[config.mk]
export PLATFORM = sky130hd
export DESIGN_NAME = interrupt_controller_direct_mode_core
export DESIGN_NICKNAME = d
export VERILOG_FILES = /design/src/icdm_pkg.sv /design/src/icdm_ctrl.sv /design/src/icdm_dp.sv /design/src/interrupt_controller_direct_mode_core.sv
export SDC_FILE = /design/constraint.sdc
export NUM_CORES = 2
export LEC_CHECK = 0
export BUFFER_PORTS_ARGS = -buffer_cell sky130_fd_sc_hd__buf_2
export CAP_MARGIN = 10
export CELL_PAD_IN_SITES_DETAIL_PLACEMENT = 1
export CELL_PAD_IN_SITES_GLOBAL_PLACEMENT = 2
export CORE_AREA = 3 3 359 361
export DETAILED_ROUTE_END_ITERATION = 8
export DIE_AREA = 0 0 362 364
export MAX_ROUTING_LAYER = met4
export PLACE_DENSITY = 0.71
export SLEW_MARGIN = 30
export SYNTH_ARGS = -nofsm -noshare
export SYNTH_HDL_FRONTEND = slang
export SYNTH_SLANG_ARGS = --single-unit
[constraint.sdc]
create_clock -name clk -period 7.3 [get_ports clk]
set_input_delay 0 -clock clk [delete_from_list [all_inputs] [get_ports clk]]
set_output_delay 0 -clock clk [all_outputs]
set_load 0.005 [all_outputs]
[src/icdm_pkg.sv]
// shared types and constants of the direct-mode interrupt controller
// no dependencies; used by icdm_ctrl, icdm_dp and the top level
package icdm_pkg;

	typedef struct packed {
		logic [1:0]  kind;
		logic [14:0] offset;
		logic [2:0]  access_size;
		logic [31:0] write_data;
		logic [9:0]  source;
	} req_t;

	typedef struct packed {
		logic [31:0] read_data;
		logic        access_fault;
		logic        meip;
		logic        eoi_word;
		logic [31:0] eoi_mask;
	} rsp_t;

	// controller to datapath
	typedef struct packed {
		logic clear_step;
		logic accept;
		logic scan_restart;
		logic scan_step;
		logic apply;
	} cmd_t;

	// datapath to controller
	typedef struct packed {
		logic clear_last;
		logic scan_last;
	} stat_t;

	localparam logic [1:0] KIND_READ  = 2'd0;
	localparam logic [1:0] KIND_WRITE = 2'd1;
	localparam logic [1:0] KIND_RAISE = 2'd2;

	localparam logic [2:0] ACCESS_BYTES = 3'd4;

	localparam logic [14:0] OFF_DOMAINCFG = 15'h0000;
	localparam logic [14:0] OFF_SETIP     = 15'h1C00;
	localparam logic [14:0] OFF_SETIPNUM  = 15'h1CDC;
	localparam logic [14:0] OFF_IN_CLRIP  = 15'h1D00;
	localparam logic [14:0] OFF_CLRIPNUM  = 15'h1DDC;
	localparam logic [14:0] OFF_SETIE     = 15'h1E00;
	localparam logic [14:0] OFF_SETIENUM  = 15'h1EDC;
	localparam logic [14:0] OFF_CLRIE     = 15'h1F00;
	localparam logic [14:0] OFF_CLRIENUM  = 15'h1FDC;
	localparam logic [14:0] OFF_IDC       = 15'h4000;
	localparam logic [2:0]  PAGE_SOURCECFG = 3'd0;
	localparam logic [2:0]  PAGE_TARGET    = 3'd3;

	localparam logic [4:0] IDC_IDELIVERY  = 5'h00;
	localparam logic [4:0] IDC_IFORCE     = 5'h04;
	localparam logic [4:0] IDC_ITHRESHOLD = 5'h08;
	localparam logic [4:0] IDC_TOPI       = 5'h18;
	localparam logic [4:0] IDC_CLAIMI     = 5'h1C;

	localparam logic [2:0] MODE_INACTIVE  = 3'd0;
	localparam logic [2:0] MODE_RSVD_A    = 3'd2;
	localparam logic [2:0] MODE_RSVD_B    = 3'd3;
	localparam logic [2:0] MODE_LEVEL_HI  = 3'd6;
	localparam logic [2:0] MODE_LEVEL_LO  = 3'd7;
	localparam int         DELEGATE_BIT   = 10;

	localparam logic [31:0] DOMAINCFG_FIXED = 32'h8000_0000;
	localparam int          DOMAINCFG_IE    = 8;

endpackage

[src/icdm_ctrl.sv]
// sequencing state machine of the interrupt controller
// depends on icdm_pkg (cmd_t, stat_t)
module icdm_ctrl (
	input  logic             clk,
	input  logic             arst_n,
	input  logic             start,
	output logic             busy,
	output logic             done,
	output icdm_pkg::cmd_t   cmd,
	input  icdm_pkg::stat_t  stat
);

	typedef enum logic [5:0] {
		ST_CLEAR  = 6'b000001,
		ST_IDLE   = 6'b000010,
		ST_SCAN_A = 6'b000100,
		ST_APPLY  = 6'b001000,
		ST_SCAN_B = 6'b010000,
		ST_REPORT = 6'b100000
	} state_t;

	state_t state_q, state_d;

	always_ff @(posedge clk or negedge arst_n) begin
		if (!arst_n) state_q <= ST_CLEAR;
		else state_q <= state_d;
	end

	always_comb begin
		state_d = state_q;
		cmd = '0;
		unique case (state_q)
			ST_CLEAR: begin
				cmd.clear_step = 1'b1;
				if (stat.clear_last) state_d = ST_IDLE;
			end
			ST_IDLE: begin
				if (start) begin
					cmd.accept = 1'b1;
					cmd.scan_restart = 1'b1;
					state_d = ST_SCAN_A;
				end
			end
			ST_SCAN_A: begin
				cmd.scan_step = 1'b1;
				if (stat.scan_last) state_d = ST_APPLY;
			end
			ST_APPLY: begin
				cmd.apply = 1'b1;
				cmd.scan_restart = 1'b1;
				state_d = ST_SCAN_B;
			end
			ST_SCAN_B: begin
				cmd.scan_step = 1'b1;
				if (stat.scan_last) state_d = ST_REPORT;
			end
			ST_REPORT: state_d = ST_IDLE;
			default: state_d = ST_CLEAR;
		endcase
	end

	assign busy = (state_q != ST_IDLE);
	assign done = (state_q == ST_REPORT);

endmodule

[src/icdm_dp.sv]
// datapath: source tables, pending/enable words, domain registers, source scan
// depends on icdm_pkg
module icdm_dp #(
	parameter int NUM_SOURCES = 64,
	parameter int NUM_WORDS   = 2
) (
	input  logic             clk,
	input  logic             arst_n,
	input  icdm_pkg::req_t   request,
	input  icdm_pkg::cmd_t   cmd,
	output icdm_pkg::stat_t  stat,
	output icdm_pkg::rsp_t   result
);

	localparam int IW = (NUM_SOURCES > 1) ? $clog2(NUM_SOURCES) : 1;
	localparam int WW = (NUM_WORDS > 1) ? $clog2(NUM_WORDS) : 1;
	localparam logic [IW-1:0] LAST_SRC = IW'(NUM_SOURCES - 1);

	// source tables
	logic [2:0] mode_mem [NUM_SOURCES];
	logic [7:0] prio_mem [NUM_SOURCES];
	logic [2:0] mode_rd_s1;
	logic [7:0] prio_rd_s1;

	logic [IW-1:0] clr_q;
	logic [IW-1:0] scan_q;
	logic [IW-1:0] idx_s1;
	logic          vld_s1;

	icdm_pkg::req_t req_q;

	logic [NUM_WORDS-1:0][31:0] pend_q, en_q;
	logic       de_q, deliv_q, force_q;
	logic [7:0] thr_q;

	// scan accumulators
	logic          best_found_q;
	logic [IW-1:0] best_q;
	logic [7:0]    best_p_q;
	logic [31:0]   act_mask_q, lvl_mask_q;
	logic [2:0]    tgt_mode_q;
	logic [7:0]    tgt_prio_q;

	// result registers
	logic [31:0] rd_q, eoi_m_q;
	logic        fault_q, eoi_w_q;

	// request decode
	logic [14:0] off;
	logic [4:0]  wo;
	logic        rw, fault, acc_ok;
	logic        is_dom, is_scfg, is_tgt, is_setip, is_inclr, is_setie, is_clrie;
	logic        is_setipn, is_clripn, is_setien, is_clrien, is_idc;
	logic        val_lt;
	logic [9:0]  tgt;
	logic        tgt_ok;
	logic [15:0] te;
	logic [31:0] tbit;

	always_ff @(posedge clk) begin
		if (cmd.accept) req_q <= request;
	end

	assign off = req_q.offset;
	assign wo  = off[6:2];
	assign rw  = (req_q.kind == icdm_pkg::KIND_READ) || (req_q.kind == icdm_pkg::KIND_WRITE);
	assign fault = rw && ((req_q.access_size != icdm_pkg::ACCESS_BYTES) || (off[1:0] != 2'b00));
	assign acc_ok = rw && !fault;

	assign is_dom    = (off == icdm_pkg::OFF_DOMAINCFG);
	assign is_scfg   = (off[14:12] == icdm_pkg::PAGE_SOURCECFG) && !is_dom;
	assign is_tgt    = (off[14:12] == icdm_pkg::PAGE_TARGET) && (off[11:0] != 12'd0);
	assign is_setip  = (off[14:7] == icdm_pkg::OFF_SETIP[14:7]);
	assign is_inclr  = (off[14:7] == icdm_pkg::OFF_IN_CLRIP[14:7]);
	assign is_setie  = (off[14:7] == icdm_pkg::OFF_SETIE[14:7]);
	assign is_clrie  = (off[14:7] == icdm_pkg::OFF_CLRIE[14:7]);
	assign is_setipn = (off == icdm_pkg::OFF_SETIPNUM);
	assign is_clripn = (off == icdm_pkg::OFF_CLRIPNUM);
	assign is_setien = (off == icdm_pkg::OFF_SETIENUM);
	assign is_clrien = (off == icdm_pkg::OFF_CLRIENUM);
	assign is_idc    = (off[14:5] == icdm_pkg::OFF_IDC[14:5]);

	assign val_lt = (req_q.write_data < 32'(NUM_SOURCES));

	always_comb begin
		priority if (req_q.kind == icdm_pkg::KIND_RAISE) begin
			tgt = req_q.source;
			tgt_ok = (11'(req_q.source) < 11'(NUM_SOURCES));
		end else if (is_setipn || is_clripn || is_setien || is_clrien) begin
			tgt = req_q.write_data[9:0];
			tgt_ok = val_lt;
		end else begin
			tgt = off[11:2];
			tgt_ok = (11'(off[11:2]) < 11'(NUM_SOURCES));
		end
	end

	assign te = 16'(tgt);
	assign tbit = 32'(1) << te[4:0];

	// clearing pass and source scan counters
	always_ff @(posedge clk or negedge arst_n) begin
		if (!arst_n) begin
			clr_q <= '0;
			scan_q <= '0;
			vld_s1 <= 1'b0;
			idx_s1 <= '0;
		end else begin
			if (cmd.clear_step && clr_q != LAST_SRC) clr_q <= clr_q + IW'(1);
			if (cmd.scan_restart) begin
				scan_q <= '0;
				vld_s1 <= 1'b0;
			end else begin
				vld_s1 <= cmd.scan_step;
				if (cmd.scan_step) begin
					idx_s1 <= scan_q;
					if (scan_q != LAST_SRC) scan_q <= scan_q + IW'(1);
				end
			end
		end
	end

	assign stat.clear_last = cmd.clear_step && (clr_q == LAST_SRC);
	assign stat.scan_last  = cmd.scan_step && vld_s1 && (idx_s1 == LAST_SRC);

	// scan stage: one source per cycle
	logic [15:0] ie;
	logic        s_act, s_pe, s_take, s_inw;
	logic [7:0]  s_p;

	assign ie    = 16'(idx_s1);
	assign s_act = (idx_s1 != '0) && (mode_rd_s1 != icdm_pkg::MODE_INACTIVE);
	assign s_inw = (ie[15:5] < 11'(NUM_WORDS));
	assign s_pe  = s_inw && pend_q[ie[5 +: WW]][ie[4:0]] && en_q[ie[5 +: WW]][ie[4:0]];
	assign s_p   = (prio_rd_s1 == 8'd0) ? 8'd1 : prio_rd_s1;
	assign s_take = s_act && s_pe && (!best_found_q || s_p < best_p_q);

	always_ff @(posedge clk or negedge arst_n) begin
		if (!arst_n) begin
			best_found_q <= 1'b0;
			best_q <= '0;
			best_p_q <= '0;
			act_mask_q <= '0;
			lvl_mask_q <= '0;
			tgt_mode_q <= '0;
			tgt_prio_q <= '0;
		end else if (cmd.scan_restart) begin
			best_found_q <= 1'b0;
			act_mask_q <= '0;
			lvl_mask_q <= '0;
			tgt_mode_q <= '0;
			tgt_prio_q <= '0;
		end else if (cmd.scan_step && vld_s1) begin
			if (s_take) begin
				best_found_q <= 1'b1;
				best_q <= idx_s1;
				best_p_q <= s_p;
			end
			if (ie[15:5] == 11'(wo) && idx_s1 != '0) begin
				act_mask_q[ie[4:0]] <= s_act;
				lvl_mask_q[ie[4:0]] <= (mode_rd_s1 == icdm_pkg::MODE_LEVEL_HI) ||
					(mode_rd_s1 == icdm_pkg::MODE_LEVEL_LO);
			end
			if (ie == te) begin
				tgt_mode_q <= mode_rd_s1;
				tgt_prio_q <= prio_rd_s1;
			end
		end
	end

	// top pending interrupt
	logic        topi_hit;
	logic [31:0] topi;
	logic [15:0] be;

	assign be = 16'(best_q);
	assign topi_hit = best_found_q && !((thr_q != 8'd0) && (best_p_q >= thr_q));
	assign topi = topi_hit ? {6'd0, be[9:0], 8'd0, best_p_q} : 32'd0;

	// apply step
	logic [15:0] aw;
	logic        aw_ok, eoi_en, mode_we, prio_we, force_clr;
	logic        de_we, deliv_we, force_we, thr_we;
	logic [31:0] pset, pclr, eset, eclr, rd, vmask, cur_pend, eoi_m;
	logic [2:0]  sm_new;
	logic [15:0] vb;

	always_comb begin
		for (int b = 0; b < 32; b++) begin
			vb = {6'd0, wo, 5'(b)};
			vmask[b] = (vb != 16'd0) && (vb < 16'(NUM_SOURCES));
		end
	end

	always_comb begin
		sm_new = req_q.write_data[2:0];
		if (req_q.write_data[icdm_pkg::DELEGATE_BIT] ||
			sm_new == icdm_pkg::MODE_RSVD_A || sm_new == icdm_pkg::MODE_RSVD_B)
			sm_new = icdm_pkg::MODE_INACTIVE;
	end

	always_comb begin
		aw = 16'(wo);
		pset = '0;
		pclr = '0;
		eset = '0;
		eclr = '0;
		rd = '0;
		eoi_en = 1'b0;
		mode_we = 1'b0;
		prio_we = 1'b0;
		force_clr = 1'b0;
		de_we = 1'b0;
		deliv_we = 1'b0;
		force_we = 1'b0;
		thr_we = 1'b0;
		if (acc_ok && req_q.kind == icdm_pkg::KIND_READ) begin
			priority if (is_dom) begin
				rd = icdm_pkg::DOMAINCFG_FIXED | (32'(de_q) << icdm_pkg::DOMAINCFG_IE);
			end else if (is_scfg) begin
				rd = 32'(tgt_mode_q);
			end else if (is_tgt) begin
				rd = (tgt_mode_q != icdm_pkg::MODE_INACTIVE) ? 32'(tgt_prio_q) : 32'd0;
			end else if (is_setip) begin
				if (aw < 16'(NUM_WORDS)) rd = pend_q[aw[WW-1:0]];
			end else if (is_setie) begin
				if (aw < 16'(NUM_WORDS)) rd = en_q[aw[WW-1:0]];
			end else if (is_inclr) begin
				if (aw < 16'(NUM_WORDS)) rd = pend_q[aw[WW-1:0]] & lvl_mask_q;
			end else if (is_idc) begin
				unique case (off[4:0])
					icdm_pkg::IDC_IDELIVERY:  rd = 32'(deliv_q);
					icdm_pkg::IDC_IFORCE:     rd = 32'(force_q);
					icdm_pkg::IDC_ITHRESHOLD: rd = 32'(thr_q);
					icdm_pkg::IDC_TOPI:       rd = topi;
					icdm_pkg::IDC_CLAIMI: begin
						rd = topi;
						if (!topi_hit) force_clr = 1'b1;
						else begin
							aw = be >> 5;
							pclr = 32'(1) << be[4:0];
							eoi_en = 1'b1;
						end
					end
					default: rd = '0;
				endcase
			end
		end else if (acc_ok) begin
			priority if (is_dom) begin
				de_we = 1'b1;
			end else if (is_scfg) begin
				if (tgt_ok) begin
					mode_we = 1'b1;
					if (sm_new == icdm_pkg::MODE_INACTIVE) begin
						aw = te >> 5;
						pclr = tbit;
						eclr = tbit;
					end
				end
			end else if (is_tgt) begin
				prio_we = tgt_ok;
			end else if (is_setip) begin
				pset = req_q.write_data & act_mask_q;
			end else if (is_inclr) begin
				pclr = req_q.write_data;
				eoi_en = 1'b1;
			end else if (is_setie) begin
				eset = req_q.write_data & vmask;
			end else if (is_clrie) begin
				eclr = req_q.write_data;
			end else if (is_setipn) begin
				aw = te >> 5;
				if (tgt_ok && tgt_mode_q != icdm_pkg::MODE_INACTIVE) pset = tbit;
			end else if (is_clripn) begin
				aw = te >> 5;
				if (tgt_ok && tgt != 10'd0) begin
					pclr = tbit;
					eoi_en = 1'b1;
				end
			end else if (is_setien || is_clrien) begin
				aw = te >> 5;
				if (tgt_ok && tgt != 10'd0) begin
					if (is_setien) eset = tbit;
					else eclr = tbit;
				end
			end else if (is_idc) begin
				unique case (off[4:0])
					icdm_pkg::IDC_IDELIVERY:  deliv_we = 1'b1;
					icdm_pkg::IDC_IFORCE:     force_we = 1'b1;
					icdm_pkg::IDC_ITHRESHOLD: thr_we = 1'b1;
					default: ;
				endcase
			end
		end else if (req_q.kind == icdm_pkg::KIND_RAISE) begin
			aw = te >> 5;
			if (tgt_ok && tgt_mode_q != icdm_pkg::MODE_INACTIVE) pset = tbit;
		end
	end

	assign aw_ok = (aw < 16'(NUM_WORDS));
	assign cur_pend = aw_ok ? pend_q[aw[WW-1:0]] : 32'd0;
	assign eoi_m = (eoi_en && aw_ok) ? (cur_pend & pclr) : 32'd0;

	always_ff @(posedge clk or negedge arst_n) begin
		if (!arst_n) begin
			pend_q <= '0;
			en_q <= '0;
			de_q <= 1'b0;
			deliv_q <= 1'b0;
			force_q <= 1'b0;
			thr_q <= '0;
		end else if (cmd.apply) begin
			if (aw_ok) begin
				pend_q[aw[WW-1:0]] <= (pend_q[aw[WW-1:0]] & ~pclr) | pset;
				en_q[aw[WW-1:0]] <= (en_q[aw[WW-1:0]] & ~eclr) | eset;
			end
			if (de_we) de_q <= req_q.write_data[icdm_pkg::DOMAINCFG_IE];
			if (deliv_we) deliv_q <= req_q.write_data[0];
			if (force_we) force_q <= req_q.write_data[0];
			else if (force_clr) force_q <= 1'b0;
			if (thr_we) thr_q <= req_q.write_data[7:0];
		end
	end

	always_ff @(posedge clk) begin
		if (cmd.apply) begin
			rd_q <= rd;
			fault_q <= fault;
			eoi_m_q <= eoi_m;
			eoi_w_q <= (eoi_m != 32'd0) ? aw[0] : 1'b0;
		end
	end

	// source tables: one write port, one registered read port
	always_ff @(posedge clk) begin
		if (cmd.clear_step) begin
			mode_mem[clr_q] <= icdm_pkg::MODE_INACTIVE;
			prio_mem[clr_q] <= 8'd1;
		end else if (cmd.apply) begin
			if (mode_we) mode_mem[tgt[IW-1:0]] <= sm_new;
			if (prio_we) prio_mem[tgt[IW-1:0]] <= req_q.write_data[7:0];
		end
		mode_rd_s1 <= mode_mem[scan_q];
		prio_rd_s1 <= prio_mem[scan_q];
	end

	assign result.read_data    = rd_q;
	assign result.access_fault = fault_q;
	assign result.meip         = de_q && deliv_q && (topi_hit || force_q);
	assign result.eoi_word     = eoi_w_q;
	assign result.eoi_mask     = eoi_m_q;

endmodule

[src/interrupt_controller_direct_mode_core.sv]
// top level of the direct-mode interrupt controller, one domain, one hart
// depends on icdm_pkg, icdm_ctrl and icdm_dp
//
// a request is taken when start is high and busy is low; it is a 32-bit bus
// read, a bus write or a source raise event. between acceptance and done the
// source table is walked once before the access (top pending source, word
// masks and the addressed source's mode and priority) and once after it
// (meip), one source per cycle through the single read port of the
// mode/priority memory. the result is shown for exactly one cycle with done
// high and cannot be held off by the receiver. after reset the block runs a
// clearing pass over every entry of the source tables with busy high.
module interrupt_controller_direct_mode_core #(
	parameter int NUM_SOURCES = 64,
	parameter int NUM_WORDS   = 2
) (
	input  logic            clk,
	input  logic            arst_n,
	input  logic            start,
	output logic            busy,
	input  icdm_pkg::req_t  request,
	output logic            done,
	output icdm_pkg::rsp_t  result
);

	// command and status between sequencer and datapath
	icdm_pkg::cmd_t  cmd;
	icdm_pkg::stat_t stat;

	// sequencer: clearing pass, pre-access scan, apply, post-access scan, report
	icdm_ctrl u_ctrl (
		.clk    (clk),
		.arst_n (arst_n),
		.start  (start),
		.busy   (busy),
		.done   (done),
		.cmd    (cmd),
		.stat   (stat)
	);

	// source tables, pending/enable words and delivery control registers
	icdm_dp #(
		.NUM_SOURCES (NUM_SOURCES),
		.NUM_WORDS   (NUM_WORDS)
	) u_dp (
		.clk     (clk),
		.arst_n  (arst_n),
		.request (request),
		.cmd     (cmd),
		.stat    (stat),
		.result  (result)
	);

	// done is never high on back-to-back cycles
	a_done_single: assert property (@(posedge clk) disable iff (!arst_n)
		done |=> !done)
		else $error("done held for more than one cycle");

	// an accepted request keeps the block busy
	a_accept_busy: assert property (@(posedge clk) disable iff (!arst_n)
		(start && !busy) |=> busy)
		else $error("busy not raised after accepting a request");

	// a faulting access returns no data and reports no end-of-interrupt
	a_fault_quiet: assert property (@(posedge clk) disable iff (!arst_n)
		(done && result.access_fault) |->
			(result.read_data == 32'd0 && result.eoi_mask == 32'd0))
		else $error("faulting access returned data or eoi");

	// the eoi word is only flagged together with a nonzero mask
	a_eoi_word: assert property (@(posedge clk) disable iff (!arst_n)
		(done && result.eoi_word) |-> (result.eoi_mask != 32'd0))
		else $error("eoi word set with empty mask");

endmodule

# [Yosys cells after proc, flatten, opt, wreduce, memory -nomap -nowiden]
# Memories as Yosys holds them, arrays and structs flattened. A register that Yosys moved wholly into a read port is not among the register bits.
# Index checks and enable logic that the tools add are counted.
[classes] add_sub_neg=2 shifts=2 n_mux=266 n_reduce_logical=80 eq_ne=38 n_bitwise=12 order_cmp=46
[ops] operator="$mux W32" n=94
[ops] operator="$lt A10 B7 Y1 const B" n=34
[ops] operator="$mux W16" n=20
[ops] operator="$and A32 B32 Y32" n=6
[ops] operator="$bwmux W64" n=2
[ops] operator="$pmux W32 S4" n=1
[ops] operator="$mux W1" n=113
[ops] operator="$bwmux W32" n=2
[ops] operator="$not A32 Y32" n=2
[ops] operator="$or A32 B32 Y32" n=2
[ops] operator="$shl A1 B5 Y32 const A" n=2
[ops] operator="$eq A15 B13 Y1 const B" n=4
[ops] operator="$mux W6" n=9
[ops] operator="$mux W8" n=6
[ops] operator="$pmux W6 S6" n=1
[ops] operator="$demux W32 S1" n=1
[ops] operator="$eq A8 B6 Y1 const B" n=4
[ops] operator="$lt A32 B7 Y1 const B" n=1
[ops] operator="$reduce_bool A32 Y1" n=1
[ops] operator="$logic_and A1 B1 Y1" n=25
[ops] operator="$mux W22" n=1
[ops] operator="$mux W10" n=2
[ops] operator="$mux W5" n=4
[ops] operator="$reduce_and A2 Y1" n=10
[ops] operator="other kinds (54)" n=99
[word_totals] inputBits=65 regBits=382 word_cells=479 output_inout_bits=69 n_memories=2 mem_bits_rw=704
[memory_table] memory="u_dp.prio_mem" depth=64 width=8 read_ports=1 rd_clocked_by_memory_dff=1 wr=1 line="icdm_dp.sv:21" source="logic [7:0] prio_mem [NUM_SOURCES];"
[memory_table] memory="u_dp.mode_mem" depth=64 width=3 read_ports=1 rd_clocked_by_memory_dff=1 wr=1 line="icdm_dp.sv:20" source="logic [2:0] mode_mem [NUM_SOURCES];"

# [Longest topological paths before layout]
[logic_depth] word_depth=25 ltp_mapped=15 mapped_depth_nobuf=12

# [Cells and area by module]
# A second synthesis with hierarchy kept.
[unflattened] hier_cells=3515 hier_area_um2=50044.2
[modules_own_cells] module="icdm_dp" seq_area_each_um2=31410.1 instances=1 area_per_inst_um2=49596.3 cells_each=3466
[modules_own_cells] module="icdm_ctrl" seq_area_each_um2=151.4 instances=1 area_per_inst_um2=447.9 cells_each=49

# [Worst setup path after synthesis]
# OpenSTA, ideal clock, no wires.
[synth_path] path_kind="flip-flop to flip-flop" from="register u_dp.req_q, in the netlist u_dp.off[14]" to="memory u_dp.mode_mem[0][1] (data pin)" t_arrival_ns=6.072 path_slack_ns=0.365 required_ns=6.437 stages_incl_launch_ff=10 period_less_slack_ns=6.935 n_path_buf=3 cell_sequence="edfxtp_1 > nand4b_2 > or4_1 > buf_2 > or4_4 > a21oi_1 > nand3_1 > clkbuf_1 > clkbuf_1 > nor4_1"
[synth_via] elab_chain_cells=17 word_cells_on_any_way=24
[synth_lines] element="from (decl)" line="icdm_dp.sv:30" source="icdm_pkg::req_t req_q;"
[synth_lines] element="from (signal assigned)" line="icdm_dp.sv:61" source="if (cmd.accept) req_q <= request;"
[synth_lines] element="$eq A15 B13 Y1 (on tied branches)" line="icdm_dp.sv:77, icdm_dp.sv:78"
[synth_lines] element="$logic_or A1 B1 Y1 (3 in a row)" line="icdm_dp.sv:89" source="end else if (is_setipn || is_clripn || is_setien || is_clrien) begin"
[synth_lines] element="$mux W1" line="icdm_dp.sv:89"
[synth_lines] element="$mux W1" line="icdm_dp.sv:86" source="priority if (req_q.kind == icdm_pkg::KIND_RAISE) begin"
[synth_lines] element="$mux W1" line="icdm_dp.sv:252" source="if (tgt_ok) begin"
[synth_lines] element="$mux W1" line="icdm_dp.sv:251" source="end else if (is_scfg) begin"
[synth_lines] element="$mux W1 (*)" line="icdm_dp.sv:249" source="priority if (is_dom) begin"
[synth_lines] element="$mux W1 (*)" line="icdm_dp.sv:248" source="end else if (acc_ok) begin"
[synth_lines] element="$mux W1 (*)" line="icdm_dp.sv:217" source="if (acc_ok && req_q.kind == icdm_pkg::KIND_READ) begin"
[synth_lines] element="$mux W1 (*)" line="icdm_dp.sv:340" source="if (mode_we) mode_mem[tgt[IW-1:0]] <= sm_new;"
[synth_lines] element="$mux W1 (*)" line="icdm_dp.sv:339" source="end else if (cmd.apply) begin"
[synth_lines] element="$mux W1 (*)" line="icdm_dp.sv:336" source="if (cmd.clear_step) begin"
[synth_lines] element="$mux W1 (not written as such) (*)" line="icdm_dp.sv:340"
[synth_lines] element="$reduce_or A3 Y1 (no line) (*)"
[synth_lines] element="$mux W3 (no line) (*)"
[synth_lines] element="to (decl)" line="icdm_dp.sv:20"
# Every way passes the cells marked *; elsewhere a longest branch is shown, timed or not.

# [Final worst setup path]
[layout_path] from="register u_dp.req_q, in the netlist u_dp.off[3]" to="memory u_dp.prio_mem[16][0] (enable)"
[layout_via] elab_chain_cells=17 word_cells_on_any_way=29
[layout_lines] element="branches (longest 17 deep; another with $lt A10 B7 Y1)"
[layout_lines] element="to (decl)" line="icdm_dp.sv:21"
# Parallel ways; which one is timed is not known.

==> flow_summary_export.csv <==
group,metric,value,unit
logic_synthesis,syn_area,0.0503,sq mm
logic_synthesis,async_flop_share,23.2,%
floorplanning,pin_count,134,
pwr,ir_drop,0.198,mV
timing,post-route-min-period,5.44,ns
setup_path,ff2ff_setup_slack,1.86,ns
clock_tree,cts_max_path_buffers,3,
clock_tree,cts_tree,"built",
place,dpl.cell_count,5258,
global_routing,grt_first_pass_wirelength,259000,um
route,vias,33969,
pwr,p_sw_share,20.8,%
setup_path,path_class,"flip-flop to flip-flop",
clock_tree,cts_root_buf,"clkbuf_16",
floorplanning,fp.dieArea,0.132,sq mm
setup_path,required,7.62,ns
logic_synthesis,syn-num-nets,3705,
layout,areaGrowthSynthToFinish,15.8,%
global_routing,antenna_found_initial,6,
route,wl_met3,11200,um
job,maxCapViolations,0,
pwr,p_comb_share,0.9,%
floorplanning,rows,130,
layout,drive_above_1_share,20.7,%
pwr,power.share.clock,46.8,%
hold_path,hold_path_class,"input pin to flip-flop",
setup_path,crit_path_start_kind,"flip-flop",
global_routing,grt_use_total,28.0,%
logic_synthesis,yosysWarnings,0,
clock_tree,cts_inserted_buffers,116,
global_routing,grt_overflow,0,
setup_path,worstPathMaxFanout,23,
timing,rsz0062_at_grt,"false",
logic_synthesis,synth_edf_count,832,
timing,clock.fmax,184,MHz
logic_synthesis,avgSynthCellArea,13.9,sq um
clock_tree,cts_resized,0,
logic_synthesis,synthDistinctLibCells,95,
clock_tree,postCtsSetupBuffers,0,
floorplanning,core,0.126,sq mm
setup_path,crit_arrival,5.76,ns
route,drc_errors,0,
route,wire_per_inst,32.0,um
setup_path,cp-end-kind,"flip-flop",
layout,n_fill_cell,12516,
clock_tree,htreeDepth,3,
timing,finalSetupTns,0,ns
route,drt-pass1-iter-count,6,
clock_tree,cts.sinks,1097,
global_routing,grt_start_max_net_pins,106,
route,avgViaCountPerCell,6.06,
timing,relSlewSlack,29.2,%
timing,fin_skew,0.0691,ns
route,drt_iter0_drc,3649,
layout,fin_nets,3931,
pwr,power_frac_seq,52.4,%
floorplanning,fp.dieH,364,um
route,wl,179000,um
logic_synthesis,ys_seq_elements,1097,
timing,period_share,74.5,%
global_routing,grt_pass1_vias,35241,
route,wl_met1,73600,um
timing,final_hold_viol_count,0,
logic_synthesis,ys.flop_type,"edfxtp_1",
route,route.top_layer_used,"met4",
logic_synthesis,yosysSeqAreaShare,62.8,%
place,dp_hpwl,124000,um
route,met2WireLength,86900,um
pwr,intPower,0.0101,W
place,gp_congestion,0.995,
clock_tree,clk_pin_slew,0.07,ns
timing,worst_pin_slew,1.05,ns
floorplanning,die-width,362,um
outcome,status,"finished clean",
pwr,power_density,218,mW/mm^2
clock_tree,clock_latency,0.76,ns
layout,instances_no_fill,5607,
timing,slew_viol_final,0,
logic_synthesis,netlist_instances,3623,
route,ant_nets,0,
pwr,switchingPower,0.00263,W
pwr,power.leakage,18.1,nW
place,place.port_buffers,133,
floorplanning,start_util,40.0,%
timing,setup_violations,0,
logic make-up after synthesis:
logic type	count (synthesis)	synth area share (%)
flops	1097	62.8
simple gates	963	8.56
compound gates	756	9.16
mux	483	16.4
buf+inv	292	2.43
fa+ha+maj	17	0.423
xor+xnor	15	0.261
power by group through the flow:
stage | Combinational [W] | Sequential (W) | Clock [W]
floorplan | 0.00000000839 | 0.00678 | 0
global placement | 0.0000584 | 0.00678 | 0
detailed placement | 0.0000575 | 0.00678 | 0
CTS | 0.000110 | 0.00665 | 0.00605
global route | 0.000120 | 0.00664 | 0.00632
finish | 0.000111 | 0.00665 | 0.00594
layout by cell type, fill, tap and decap left out, types with 14 or more instances in the layout:
master         synthesis  layout
a31oi_1               35      35
o32a_1                17      17
buf_2                 23     132
o21ai_0              181     181
nand2_1              293     293
nor2_1               428     415
clkinv_1               0      20
nor4_1                25      19
o211ai_1              14      14
edfxtp_1             832     832
ha_1                  17      17
a22oi_1               32      32
mux4_2               263     263
clkbuf_16              0     117
inv_1                 40      38
dlygate4sd3_1          0     119
clkbuf_1             178      30
clkinv_2               0      22
nor3_1                37      32
dfrtp_1              253     246
buf_4                  4      94
a21oi_1              293     293
mux2_2                69      69
nor2b_1               20      20
o22ai_1               45      45
nand3_1               44      43
mux2i_1              146     145
critical path, stage by stage (launching register included):
cell	delay [ns]
edfxtp_1	0.60
nand4bb_1	0.17
or4_1	0.49
buf_4	0.24
or4_4	0.58
a21oi_1	0.58
nand3_2	0.40
mux2i_1	0.69
nand3_1	0.46
nor2_1	0.78
final timing paths:
kind / startpoint / end / depth (start not counted)
max reg2reg: u_dp.off[3] / u_dp.prio_mem[16][0] / 9
min in group asynchronous: arst_n / u_ctrl.state_q[0] / 3
min: request[24] / u_dp.req_q[24] / 2
min reg2reg: u_dp.prio_rd_s1[0] / u_dp.tgt_prio_q[0] / 2
max in group asynchronous: arst_n / u_dp.pend_q[58] / 5
max: u_dp.off[3] / u_dp.prio_mem[16][0] / 9
registers in the layout, indices dropped and copies added (netlist names), 47 cells and up:
register / cells
u_dp.pend_q: 64
u_dp.req_q: 47
u_dp.prio_mem: 512
u_dp.en_q: 64
u_dp.mode_mem: 192
synth_stat cells (10+ instances only):
master / instances / area share, %
a21oi_1: 293 / 2.9
a221oi_1: 13 / 0.23
a22o_1: 11 / 0.19
a22oi_1: 32 / 0.48
a31oi_1: 35 / 0.44
buf_1: 35 / 0.26
buf_2: 23 / 0.23
clkbuf_1: 178 / 1.3
dfrtp_1: 253 / 13
dfxtp_1: 11 / 0.44
edfxtp_1: 832 / 50
ha_1: 17 / 0.42
inv_1: 40 / 0.30
mux2_2: 69 / 1.5
mux2i_1: 146 / 2.9
mux4_2: 263 / 12
nand2_1: 293 / 2.2
nand2b_1: 11 / 0.14
nand3_1: 44 / 0.44
nand4_1: 13 / 0.16
nor2_1: 428 / 3.2
nor2b_1: 20 / 0.25
nor3_1: 37 / 0.37
nor4_1: 25 / 0.31
o211ai_1: 14 / 0.21
o21a_1: 12 / 0.18
o21ai_0: 181 / 1.8
o221ai_1: 11 / 0.19
o22ai_1: 45 / 0.56
o31ai_1: 10 / 0.15
o32a_1: 17 / 0.34
or3_1: 11 / 0.14
xnor2_1: 13 / 0.23
stage by stage:
| stage | hold WS [ns] | utilization [%] | total power, W | area (sq um) | setup slack (ns) |
|---|---|---|---|---|---|
| after floorplan | -0.296 | - | 0.00678 | 50300 | 0.365 |
| after global placement | 0.0975 | 42.1 | 0.00683 | 52900 | 2.08 |
| after detailed placement | 0.0987 | 42.2 | 0.00683 | 53000 | 1.95 |
| after CTS | 0.00976 | 46.2 | 0.0128 | 58100 | 1.89 |
| after global routing | 0.0250 | 46.3 | 0.0131 | 58200 | 1.65 |
| final | 0.0380 | 46.3 | 0.0127 | 58200 | 1.86 |
timing repair:
action                                  4_1_cts  5_1_grt
hold buffers                                120        0
endpoints found under the setup margin        0        0
hold endpoints to repair                    166        0
layout make-up:
cell class	count	area [sq um]	area share [%]
flip-flops and latches	1097	31600	54.3
multi-input cells	2234	17700	30.4
clock buffers	154	3140	5.39
repair buffers	358	2830	4.87
well taps	1650	2060	3.55
clock inverters	65	684	1.18
inverters	42	159	0.273
diodes	7	17.5	0.0301
metal layers:
metal | GRT usage, % | up-vias
li1 | - | 14479
met1 | 35.5 | 17754
met2 | 45.2 | 1362
met3 | 5.06 | 374
met4 | 10.3 | 0
met5 | - | -
Note: power is estimated with default switching activity, not from simulation.
